===== config.mk =====
export PLATFORM = sky130hd
export DESIGN_NAME = seven_segment_frame_sender
export DESIGN_NICKNAME = d
export VERILOG_FILES = /design/src/rtl/ssfs_pkg.sv /design/src/rtl/seven_segment_frame_sender.sv /design/src/rtl/ssfs_front.sv /design/src/rtl/ssfs_queue.sv /design/src/rtl/ssfs_back.sv
export VERILOG_INCLUDE_DIRS = /design/src /design/src/rtl
export SDC_FILE = /design/constraint.sdc
export NUM_CORES = 1
export LEC_CHECK = 0
export ABC_AREA = 0
export BUFFER_PORTS_ARGS = -buffer_cell sky130_fd_sc_hd__buf_2
export CORE_UTILIZATION = 35
export DETAILED_ROUTE_END_ITERATION = 16
export HOLD_SLACK_MARGIN = 0.15
export PLACE_DENSITY = 0.58
export SETUP_SLACK_MARGIN = 0.05
export SLEW_MARGIN = 40
export SYNTH_ARGS = -nofsm -noshare
export SYNTH_HDL_FRONTEND = slang
export SYNTH_SLANG_ARGS = --single-unit

===== constraint.sdc =====
create_clock -name clk_i -period 19.8 [get_ports clk_i]
set_input_delay 3.96 -clock clk_i [delete_from_list [all_inputs] [get_ports clk_i]]
set_output_delay 3.96 -clock clk_i [all_outputs]
set_load 0.03 [all_outputs]

===== src/rtl/seven_segment_frame_sender_macros.svh =====
`ifndef SEVEN_SEGMENT_FRAME_SENDER_MACROS_SVH
`define SEVEN_SEGMENT_FRAME_SENDER_MACROS_SVH

// Check a property on every rising edge, out of reset.
`define SSFS_ASSERT(name, prop, msg) \
  name: assert property (@(posedge clk_i) disable iff (!rst_ni) prop) \
    else $error(msg);

// Check that a condition never holds.
`define SSFS_ASSERT_NEVER(name, cond, msg) `SSFS_ASSERT(name, !(cond), msg)

`endif


===== src/rtl/ssfs_pkg.sv =====
package ssfs_pkg;

  localparam int DIGIT_COUNT    = 4;
  localparam int DIG_W          = (DIGIT_COUNT > 1) ? $clog2(DIGIT_COUNT) : 1;
  localparam int VALUE_W        = 14;
  localparam int BYTE_COUNT_MAX = DIGIT_COUNT + 3;
  localparam int POS_W          = $clog2(BYTE_COUNT_MAX);
  localparam int QUEUE_DEPTH    = 2;
  localparam int QPTR_W         = $clog2(QUEUE_DEPTH);
  localparam int QCNT_W         = $clog2(QUEUE_DEPTH + 1);
  localparam int CFG_IDX_W      = 2;
  localparam int CFG_DATA_W     = 8;

  localparam logic [7:0] CMD_DATA = 8'h40;
  localparam logic [7:0] CMD_ADDR = 8'hC0;
  localparam logic [7:0] CMD_CTRL = 8'h88;

  localparam logic [CFG_IDX_W-1:0] CFG_TWO_DIGIT_MODE = 2'd0;
  localparam logic [CFG_IDX_W-1:0] CFG_BRIGHTNESS     = 2'd1;

  typedef logic [6:0] seg_t;
  typedef seg_t [DIGIT_COUNT-1:0] seg_vec_t;

  typedef struct packed {
    logic full;
    logic empty;
  } q_stat_t;

  // Segment a in bit 0 through segment g in bit 6.
  function automatic seg_t seg_code(input logic [3:0] digit);
    seg_t code;
    unique case (digit)
      4'd0:    code = 7'h3F;
      4'd1:    code = 7'h06;
      4'd2:    code = 7'h5B;
      4'd3:    code = 7'h4F;
      4'd4:    code = 7'h66;
      4'd5:    code = 7'h6D;
      4'd6:    code = 7'h7D;
      4'd7:    code = 7'h07;
      4'd8:    code = 7'h7F;
      4'd9:    code = 7'h6F;
      default: code = 7'h00;
    endcase
    return code;
  endfunction

endpackage


===== src/rtl/seven_segment_frame_sender.sv =====
// Channel  | Direction | Handshake                   | Payload
// ---------+-----------+-----------------------------+------------------------------------
// input    | in        | push / full                 | value_i[13:0]
// result   | out       | empty / pop                 | frame_byte_o, start_before_o,
//          |           |                             | stop_after_o, last_o
// config   | in        | cfg_valid_i / cfg_ready_o   | cfg_index_i[1:0], cfg_data_i[7:0]
//
// Each value yields 7 request bytes (5 in two-digit mode), one per cycle out of the
// result register while pop keeps that register drained.
// The digit splitter holds full high after a value (one divide-by-ten step per digit,
// the last also handing off, and held while the queue is full), so it takes no new value
// until the split is handed off; a two-entry queue sits between it and the byte sequencer.
// A value's first result byte passes the split steps, the queue and the result register.
// Reset clears all control state; two_digit_mode returns to 0 and brightness to 1.
// Low pop holds the result register, the queue then fills and full goes high.
module seven_segment_frame_sender import ssfs_pkg::*; (
  input  logic                  clk_i,
  input  logic                  rst_ni,
  // value requests
  input  logic                  push,
  output logic                  full,
  input  logic [VALUE_W-1:0]    value_i,
  // frame bytes
  output logic                  empty,
  input  logic                  pop,
  output logic [7:0]            frame_byte_o,
  output logic                  start_before_o,
  output logic                  stop_after_o,
  output logic                  last_o,
  // register writes
  input  logic                  cfg_valid_i,
  output logic                  cfg_ready_o,
  input  logic [CFG_IDX_W-1:0]  cfg_index_i,
  input  logic [CFG_DATA_W-1:0] cfg_data_i
);

  logic       two_digit_mode_q;
  logic [2:0] brightness_q;

  q_stat_t    q_stat;
  logic       q_push;
  logic       q_pop;
  seg_vec_t   q_wdata;
  seg_vec_t   q_rdata;

  // Writes always land at once; unknown indexes drop silently.
  assign cfg_ready_o = 1'b1;

  always_ff @(posedge clk_i or negedge rst_ni) begin
    if (!rst_ni) begin
      two_digit_mode_q <= 1'b0;
      brightness_q     <= 3'd1;
    end else if (cfg_valid_i) begin
      unique case (cfg_index_i)
        CFG_TWO_DIGIT_MODE: two_digit_mode_q <= cfg_data_i[0];
        CFG_BRIGHTNESS:     brightness_q     <= cfg_data_i[2:0];
        default: ;
      endcase
    end
  end

  // Front: accept a value and split it into segment codes.
  ssfs_front u_front (
    .clk_i    (clk_i),
    .rst_ni   (rst_ni),
    .push     (push),
    .full     (full),
    .value_i  (value_i),
    .q_stat_i (q_stat),
    .q_push_o (q_push),
    .q_data_o (q_wdata)
  );

  // Decouple splitting from byte emission.
  ssfs_queue u_queue (
    .clk_i  (clk_i),
    .rst_ni (rst_ni),
    .push_i (q_push),
    .data_i (q_wdata),
    .pop_i  (q_pop),
    .data_o (q_rdata),
    .stat_o (q_stat)
  );

  // Back: walk the frame, one byte per cycle into the result register while it drains.
  ssfs_back u_back (
    .clk_i            (clk_i),
    .rst_ni           (rst_ni),
    .q_stat_i         (q_stat),
    .q_data_i         (q_rdata),
    .q_pop_o          (q_pop),
    .two_digit_mode_i (two_digit_mode_q),
    .brightness_i     (brightness_q),
    .pop              (pop),
    .empty            (empty),
    .frame_byte_o     (frame_byte_o),
    .start_before_o   (start_before_o),
    .stop_after_o     (stop_after_o),
    .last_o           (last_o)
  );

endmodule


===== src/rtl/ssfs_front.sv =====
`include "seven_segment_frame_sender_macros.svh"

module ssfs_front import ssfs_pkg::*; (
  input  logic               clk_i,
  input  logic               rst_ni,
  input  logic               push,
  output logic               full,
  input  logic [VALUE_W-1:0] value_i,
  input  q_stat_t            q_stat_i,
  output logic               q_push_o,
  output seg_vec_t           q_data_o
);

  typedef enum logic [1:0] {
    F_IDLE  = 2'b01,
    F_SPLIT = 2'b10
  } front_state_e;

  front_state_e       state_q, state_d;
  logic [VALUE_W-1:0] n_q, n_d;
  logic [DIG_W-1:0]   cnt_q, cnt_d;
  seg_vec_t           seg_q, seg_d;

  logic [29:0]        prod;
  logic [VALUE_W-1:0] quot;
  logic [VALUE_W-1:0] rem;
  seg_t               cur_seg;
  logic               last_step;

  // Divide by ten: multiply by 2^19/10 rounded up, exact below 2^14.
  assign prod    = 30'(n_q) * 30'd52429;
  assign quot    = VALUE_W'(prod >> 19);
  assign rem     = n_q - (quot << 3) - (quot << 1);
  assign cur_seg = seg_code(rem[3:0]);

  assign full      = (state_q != F_IDLE);
  assign last_step = (state_q == F_SPLIT) && (cnt_q == '0);
  assign q_push_o  = last_step && !q_stat_i.full;

  always_comb begin
    q_data_o    = seg_q;
    q_data_o[0] = cur_seg;
  end

  always_comb begin
    state_d = state_q;
    n_d     = n_q;
    cnt_d   = cnt_q;
    seg_d   = seg_q;
    unique case (state_q)
      F_IDLE: begin
        if (push) begin
          n_d     = value_i;
          cnt_d   = DIG_W'(DIGIT_COUNT - 1);
          state_d = F_SPLIT;
        end
      end
      F_SPLIT: begin
        if (cnt_q != '0) begin
          seg_d[cnt_q] = cur_seg;
          n_d          = quot;
          cnt_d        = cnt_q - 1'b1;
        end else if (!q_stat_i.full) begin
          state_d = F_IDLE;
        end
      end
      default: state_d = F_IDLE;
    endcase
  end

  always_ff @(posedge clk_i or negedge rst_ni) begin
    if (!rst_ni) begin
      state_q <= F_IDLE;
      cnt_q   <= '0;
    end else begin
      state_q <= state_d;
      cnt_q   <= cnt_d;
    end
  end

  always_ff @(posedge clk_i) begin
    n_q   <= n_d;
    seg_q <= seg_d;
  end

  `SSFS_ASSERT(a_push_on_last_step, q_push_o |-> (state_q == F_SPLIT) && (cnt_q == '0), "push outside last split step")
  `SSFS_ASSERT(a_idle_after_push, q_push_o |=> (state_q == F_IDLE), "front not idle after push")

endmodule


===== src/rtl/ssfs_queue.sv =====
`include "seven_segment_frame_sender_macros.svh"

module ssfs_queue import ssfs_pkg::*; (
  input  logic     clk_i,
  input  logic     rst_ni,
  input  logic     push_i,
  input  seg_vec_t data_i,
  input  logic     pop_i,
  output seg_vec_t data_o,
  output q_stat_t  stat_o
);

  seg_vec_t          mem_q [QUEUE_DEPTH];
  logic [QPTR_W-1:0] wr_ptr_q, rd_ptr_q;
  logic [QCNT_W-1:0] cnt_q;

  assign stat_o.full  = (cnt_q == QCNT_W'(QUEUE_DEPTH));
  assign stat_o.empty = (cnt_q == '0);
  assign data_o       = mem_q[rd_ptr_q];

  always_ff @(posedge clk_i or negedge rst_ni) begin
    if (!rst_ni) begin
      wr_ptr_q <= '0;
      rd_ptr_q <= '0;
      cnt_q    <= '0;
    end else begin
      if (push_i) begin
        wr_ptr_q <= (wr_ptr_q == QPTR_W'(QUEUE_DEPTH - 1)) ? '0 : wr_ptr_q + 1'b1;
      end
      if (pop_i) begin
        rd_ptr_q <= (rd_ptr_q == QPTR_W'(QUEUE_DEPTH - 1)) ? '0 : rd_ptr_q + 1'b1;
      end
      cnt_q <= cnt_q + QCNT_W'(push_i) - QCNT_W'(pop_i);
    end
  end

  always_ff @(posedge clk_i) begin
    if (push_i) begin
      mem_q[wr_ptr_q] <= data_i;
    end
  end

  `SSFS_ASSERT_NEVER(a_no_pop_when_empty, pop_i && (cnt_q == '0), "pop from empty queue")
  `SSFS_ASSERT(a_count_bounded, cnt_q <= QCNT_W'(QUEUE_DEPTH), "queue count out of range")

endmodule


===== src/rtl/ssfs_back.sv =====
`include "seven_segment_frame_sender_macros.svh"

module ssfs_back import ssfs_pkg::*; (
  input  logic       clk_i,
  input  logic       rst_ni,
  input  q_stat_t    q_stat_i,
  input  seg_vec_t   q_data_i,
  output logic       q_pop_o,
  input  logic       two_digit_mode_i,
  input  logic [2:0] brightness_i,
  input  logic       pop,
  output logic       empty,
  output logic [7:0] frame_byte_o,
  output logic       start_before_o,
  output logic       stop_after_o,
  output logic       last_o
);

  logic [POS_W-1:0] pos_q, pos_d;
  logic             valid_q, valid_d;
  logic [7:0]       byte_q, byte_d;
  logic             st_q, st_d, sp_q, sp_d, last_q, last_d;

  logic [POS_W-1:0] last_pos;
  logic [POS_W-1:0] first_pos;
  logic [POS_W-1:0] seg_pos;
  logic [DIG_W-1:0] seg_idx;
  logic             slot_free, go, at_last;

  assign last_pos  = two_digit_mode_i ? POS_W'(4) : POS_W'(BYTE_COUNT_MAX - 1);
  assign first_pos = two_digit_mode_i ? POS_W'(DIGIT_COUNT - 2) : '0;
  assign seg_pos   = first_pos + pos_q - POS_W'(2);
  assign seg_idx   = seg_pos[DIG_W-1:0];

  // Advance whenever the queue holds a value and the result register is empty or being drained.
  assign slot_free = !valid_q || pop;
  assign go        = slot_free && !q_stat_i.empty;
  assign at_last   = (pos_q == last_pos);
  assign q_pop_o   = go && at_last;

  always_comb begin
    byte_d = byte_q;
    st_d   = st_q;
    sp_d   = sp_q;
    last_d = last_q;
    if (go) begin
      priority if (pos_q == '0) begin
        byte_d = CMD_DATA;
        st_d   = 1'b1;
        sp_d   = 1'b1;
        last_d = 1'b0;
      end else if (pos_q == POS_W'(1)) begin
        byte_d = CMD_ADDR;
        st_d   = 1'b1;
        sp_d   = 1'b0;
        last_d = 1'b0;
      end else if (at_last) begin
        byte_d = CMD_CTRL + {5'b0, brightness_i};
        st_d   = 1'b1;
        sp_d   = 1'b1;
        last_d = 1'b1;
      end else begin
        byte_d = {1'b0, q_data_i[seg_idx]};
        st_d   = 1'b0;
        sp_d   = (seg_idx == DIG_W'(DIGIT_COUNT - 1));
        last_d = 1'b0;
      end
    end
  end

  always_comb begin
    pos_d   = pos_q;
    valid_d = valid_q;
    if (go) begin
      pos_d   = at_last ? '0 : pos_q + 1'b1;
      valid_d = 1'b1;
    end else if (pop) begin
      valid_d = 1'b0;
    end
  end

  always_ff @(posedge clk_i or negedge rst_ni) begin
    if (!rst_ni) begin
      pos_q   <= '0;
      valid_q <= 1'b0;
    end else begin
      pos_q   <= pos_d;
      valid_q <= valid_d;
    end
  end

  always_ff @(posedge clk_i) begin
    byte_q <= byte_d;
    st_q   <= st_d;
    sp_q   <= sp_d;
    last_q <= last_d;
  end

  assign empty          = !valid_q;
  assign frame_byte_o   = byte_q;
  assign start_before_o = st_q;
  assign stop_after_o   = sp_q;
  assign last_o         = last_q;

  `SSFS_ASSERT(a_pos_in_range, pos_q <= last_pos, "byte position out of range")
  `SSFS_ASSERT(a_last_is_own_frame, (valid_q && last_q) |-> (st_q && sp_q), "last byte not framed")

endmodule

---- After elaboration in Yosys (flattened, before gate mapping) ----
Memory sizes are Yosys's and may differ from the RTL's.
Cells that the tools add are included.
operators by class
  add/sub/neg operators ................... 11
  multipliers ............................. 1
  order comparisons ....................... 3
  equality and inequality tests ........... 12
  reduce and logical (&&, ||, !) cells .... 22
  multiplexer cells ....................... 29
operator list
  cell                                                                    count
  14-bit by 16-bit multiplier with 30-bit output (second input constant)  1
  28-bit bitwise mux                                                      1
  14-bit 2-to-1 mux                                                       2
  14-bit case mux with 2 select lines                                     1
  8-bit 2-to-1 mux                                                        2
  7-bit binary-select mux with 2-bit select                               1
  7-bit demux with 2-bit select                                           1
  2-bit 2-to-1 mux                                                        7
  7-bit 2-to-1 mux                                                        2
  1-bit 2-to-1 mux                                                        9
  8-bit by 3-bit adder with 8-bit output (first input constant)           1
  2-bit != test (second input constant)                                   4
  2-bit case mux with 2 select lines                                      2
  4-bit subtractor                                                        2
  2-bit equality test (second input constant)                             3
  2-bit zero test                                                         3
  2-bit by 3-bit < comparator with 1-bit output (second input constant)   2
  2-bit AND reduction                                                     3
  3-bit AND reduction                                                     2
  2-bit nonzero test                                                      3
  1-bit logical AND                                                       5
  2-bit by 1-bit equality test with 1-bit output (second input constant)  2
  3-bit by 1-bit adder with 3-bit output (second input constant)          1
  3-bit by 1-bit equality test with 1-bit output (second input constant)  1
  other kinds (14)                                                        17
storage, ports and cells
  bits in writable memories ............... 56
  ROM bits ................................ 112
  input port bits ......................... 29
  flip-flop bits (word level) ............. 69
  memories kept ........................... 2
memories
  name              depth  width  read ports  clocked after memory_dff  write ports  line              RTL
  (name not given)  16     7      1           0                         0            ssfs_pkg.sv:32    unique case (digit)
  u_queue.mem_q     2      28     1           0                         1            ssfs_queue.sv:13  seg_vec_t mem_q [QUEUE_DEPTH];

---- Longest topological paths before layout ----
  word-level depth ........................ 7
  mapped depth ............................ 27
  mapped depth without buffers ............ 27

---- Hierarchy ----
A second synthesis with hierarchy kept.
unflattened totals
  cell total of the unflattened synthesis .. 648
  area, all modules ....................... 8,411.8 um^2
by module, submodules not included
  module                      seq. area each (um^2)  cells an instance  area each (um^2)  instances
  ssfs_front                  1,152.4                465                5,038.6           1
  ssfs_queue                  1,781.7                102                2,264.7           1
  ssfs_back                   430.4                  69                 907.1             1
  seven_segment_frame_sender  101.3                  12                 201.4             1

---- Worst setup path before layout ----
No wires, ideal clock.
  path kind ............................... reg-to-reg
  start ................................... reg u_front.n_q[12]
  end ..................................... reg u_front.seg_q, in the netlist u_front.q_data_o[16] (data pin)
  period minus slack after synthesis ...... 6.777 ns
  path slack .............................. 13.023 ns
  required time ........................... 19.534 ns
  cell stages (with the launch flop) ...... 26
  arrival ................................. 6.512 ns
  path buffers ............................ 0
  path through ............................ edfxtp_1 inv_1 ha_1 fa_1 fa_1 fa_1 inv_1 fa_1 inv_1 fa_1 inv_1 ha_1 nand4_1 nor2_1 o2111ai_1 o221ai_2 a21oi_1 xnor2_1 ha_1 xnor2_1 or3_1 mux2i_1 a221oi_1 nand3_1 xor2_4 mux2_4
RTL lines
  item                    line              RTL
  start, declared         ssfs_front.sv:20  logic [VALUE_W-1:0] n_q, n_d;
  start signal, assigned  ssfs_front.sv:82  n_q <= n_d;
  end signal, assigned    ssfs_front.sv:83  seg_q <= seg_d;
  end, declared           ssfs_front.sv:22  seg_vec_t seg_q, seg_d;

==> results.yml <==
cts:
  clkLatencyLatePin_ns: 0.42
  holdBufCountCts: 0
  cts-root-buf: "clkbuf_16"
  numCtsBuffers: 17
  post_cts_buffers: 0
  cts_repair_resize_count: 0
  cts_max_level: 4
  cts_max_path_buffers: 2
  clk_pin_slew_worst_paths_ns: 0.06
  cts_tree: "yes"
  cts.sinks: 118
timing:
  timing.final.crit_share_pct: 39.3
  period_minus_slack_ns: 7.78
  relSlewSlack_pct: 53.7
  final_hold_viol_count: 0
  setup_viol: 0
  tightest_slew_ns: 0.694
  final.setup.tns_ns: 0
  slew_violations: 0
  rsz0062_at_grt: "false"
  finClkSkew_ns: 0.0142
  fmaxAchievable_ghz: 0.128
drt:
  drt-initial-drc-count: 302
  routedWlPerCell_um: 14.8
  antenna_left: 0
  dr_total_vias: 4959
  via_per_inst: 4.70
  drtPass1Iterations: 4
  drc: 0
  wirelength_um: 15600
flow_run:
  drv_cap: 0
die:
  die_w_um: 157
  num_rows: 56
  start_util_pct: 35.8
  num_io_pins: 43
  coreArea_sq_mm: 0.0235
  die_area_sq_mm: 0.0247
  die_h_um: 157
synth:
  synth_fp_nets: 877
  synth_top_cells_by_area: "edfxtp_1, ha_1, fa_1"
  ys.flop_type: "edfxtp_1"
  synth_top_area_cell: "edfxtp_1"
  seq_area_frac_synth_pct: 41.1
  synthDistinctLibCells: 61
  netlist_instances: 674
  syn-cell-area_sq_mm: 0.00842
  synth.most_common_cell: "ha_1"
  synth_top_area_share_pct: 36.4
  yosys_warnings: 0
  ys_ff_latch: 118
  syn_avg_cell_area_sq_um: 12.5
  synth-async-reset-ratio_pct: 13.6
  synth_commonest_cells: "ha_1, inv_1, edfxtp_1"
  synth_edf_count: 102
global_routing:
  grt_pass1_wl_um: 26200
  antenna_found_initial: 0
  grt_max_degree: 29
  grtUsageTotal_pct: 14.1
  grt-ovfl-total: 0
  grt_pass1_vias: 5152
layout:
  antennaDiodeCount: 0
  fillers: 2271
  area_delta_synth_final_pct: 14.2
  nNetsFinal: 925
  layout-drive-gt1-share_pct: 14.8
worst_setup_path:
  arrival_ns: 7.93
  worst-path-max-fanout: 7
  cp-end-kind: "flop"
  cp-start-kind: "flop"
  critPathKind: "flop to flop"
  crit_required_ns: 19.95
  r2r_cells: 25
place:
  hpwl_um: 12400
  gp_congestion: 0.791
  portBuffers: 36
hold_path:
  min_path_type: "flop to flop"
  hold-path-cell-count: 0
status:
  status: "completed"
-- cell type report --
class	count	area, sq um	share of cell area [%]
well taps	319	399	4.15
clock inverters	15	193	2.00
flip-flops and latches	118	3470	36.1
multi-input cells	427	4480	46.5
inverters	117	439	4.57
repair buffers	41	218	2.26
clock buffers	17	425	4.42
-- worst max-delay path: stages (launching register included) --
cell,delay [ns]
edfxtp_1,0.51
ha_1,0.36
inv_1,0.05
fa_1,0.60
fa_1,0.47
fa_1,0.54
inv_1,0.05
fa_1,0.51
inv_1,0.06
fa_1,0.50
inv_1,0.05
ha_1,0.28
nand2_1,0.05
o21ai_0,0.43
nor3_1,0.12
o221ai_2,0.40
a21oi_1,0.18
xnor2_1,0.20
ha_1,0.24
xnor2_1,0.36
or3_1,0.17
mux2i_1,0.06
a221oi_1,0.23
nand3_1,0.22
xor2_4,0.36
mux2i_1,0.50
-- registers in the layout, summed over array words and instances, names as in the netlist, 2 cells and up --
register	cells
u_front.cnt_q	2
u_back.frame_byte_o	8
brightness_q	3
u_queue.cnt_q	2
u_back.pos_q	3
u_front.state_q	2
u_front.n_q	14
u_queue.mem_q	56
u_front.q_data_o	21
-- metal layers --
layer	up-vias	wire length [um]	global-route usage [%]
li1	2464	-	-
met1	2410	7470	17.9
met2	64	7520	24.1
met3	21	402	3.08
met4	0	186	4.16
met5	-	0	0
-- metrics by stage --
stage	util, %	std cells	hold WS, ns	worst slack (ns)	cell area [sq um]
6_report	40.9	1054	0.437	12.02	9620
5_1_grt	40.9	1054	0.452	11.39	9620
4_1_cts	40.8	1054	0.440	11.92	9620
3_5_place_dp	38.2	1022	0.432	11.97	9000
3_3_place_gp	38.2	1022	0.423	12.02	8990
2_1_floorplan	-	674	0.421	13.02	8420
-- cell usage in the layout (no fill, tap or decap), types with 4 or more instances in the layout --
cell type	instances
xnor2_1	14
o211ai_1	4
mux2_2	6
ha_1	122
buf_2	36
nand4_1	5
fa_1	52
mux2i_1	17
inv_6	5
o21a_1	4
and2_1	12
clkbuf_16	17
nand2_1	31
inv_1	116
clkinv_4	4
a21o_1	5
a21oi_1	19
nand2b_1	6
dfrtp_1	12
o21ai_0	17
buf_4	5
nor3_1	5
xor2_1	9
or2_2	4
nand3_1	5
edfxtp_1	102
nor2_1	22
mux4_2	12
-- path summary, 6_finish.rpt --
| check | start | end | slack (ns) |
|---|---|---|---|
| worst max-delay path | u_front.n_q[8] | u_front.q_data_o[19] | 12.02 |
| worst min-delay path | u_front.q_data_o[24] | u_queue.mem_q[0][24] | 0.44 |
| worst max register to register | u_front.n_q[8] | u_front.q_data_o[19] | 12.02 |
| worst min register to register | u_front.q_data_o[24] | u_queue.mem_q[0][24] | 0.44 |
| max in group asynchronous | rst_ni | u_front.state_q[0] | 16.02 |
| min in group asynchronous | rst_ni | brightness_q[1] | 3.45 |
-- kinds of logic (layout without fill, tap and decap cells) --
group                      Yosys count  count (layout)  synth area share, %
DFF                                118             118                 41.1
muxes                               37              37                 6.48
xor gates and xnor gates            24              24                 2.72
adders and majority gates          174             174                 30.5
AOI/OAI and AO/OA                   81              81                 6.62
buffers and inverters              129             190                 5.82
and+or+nand+nor                    110             110                 6.70
other                                1               1               0.0445
Power is not shown: default switching activity piles up to over one toggle a cycle in this logic, so the estimate is an artifact.
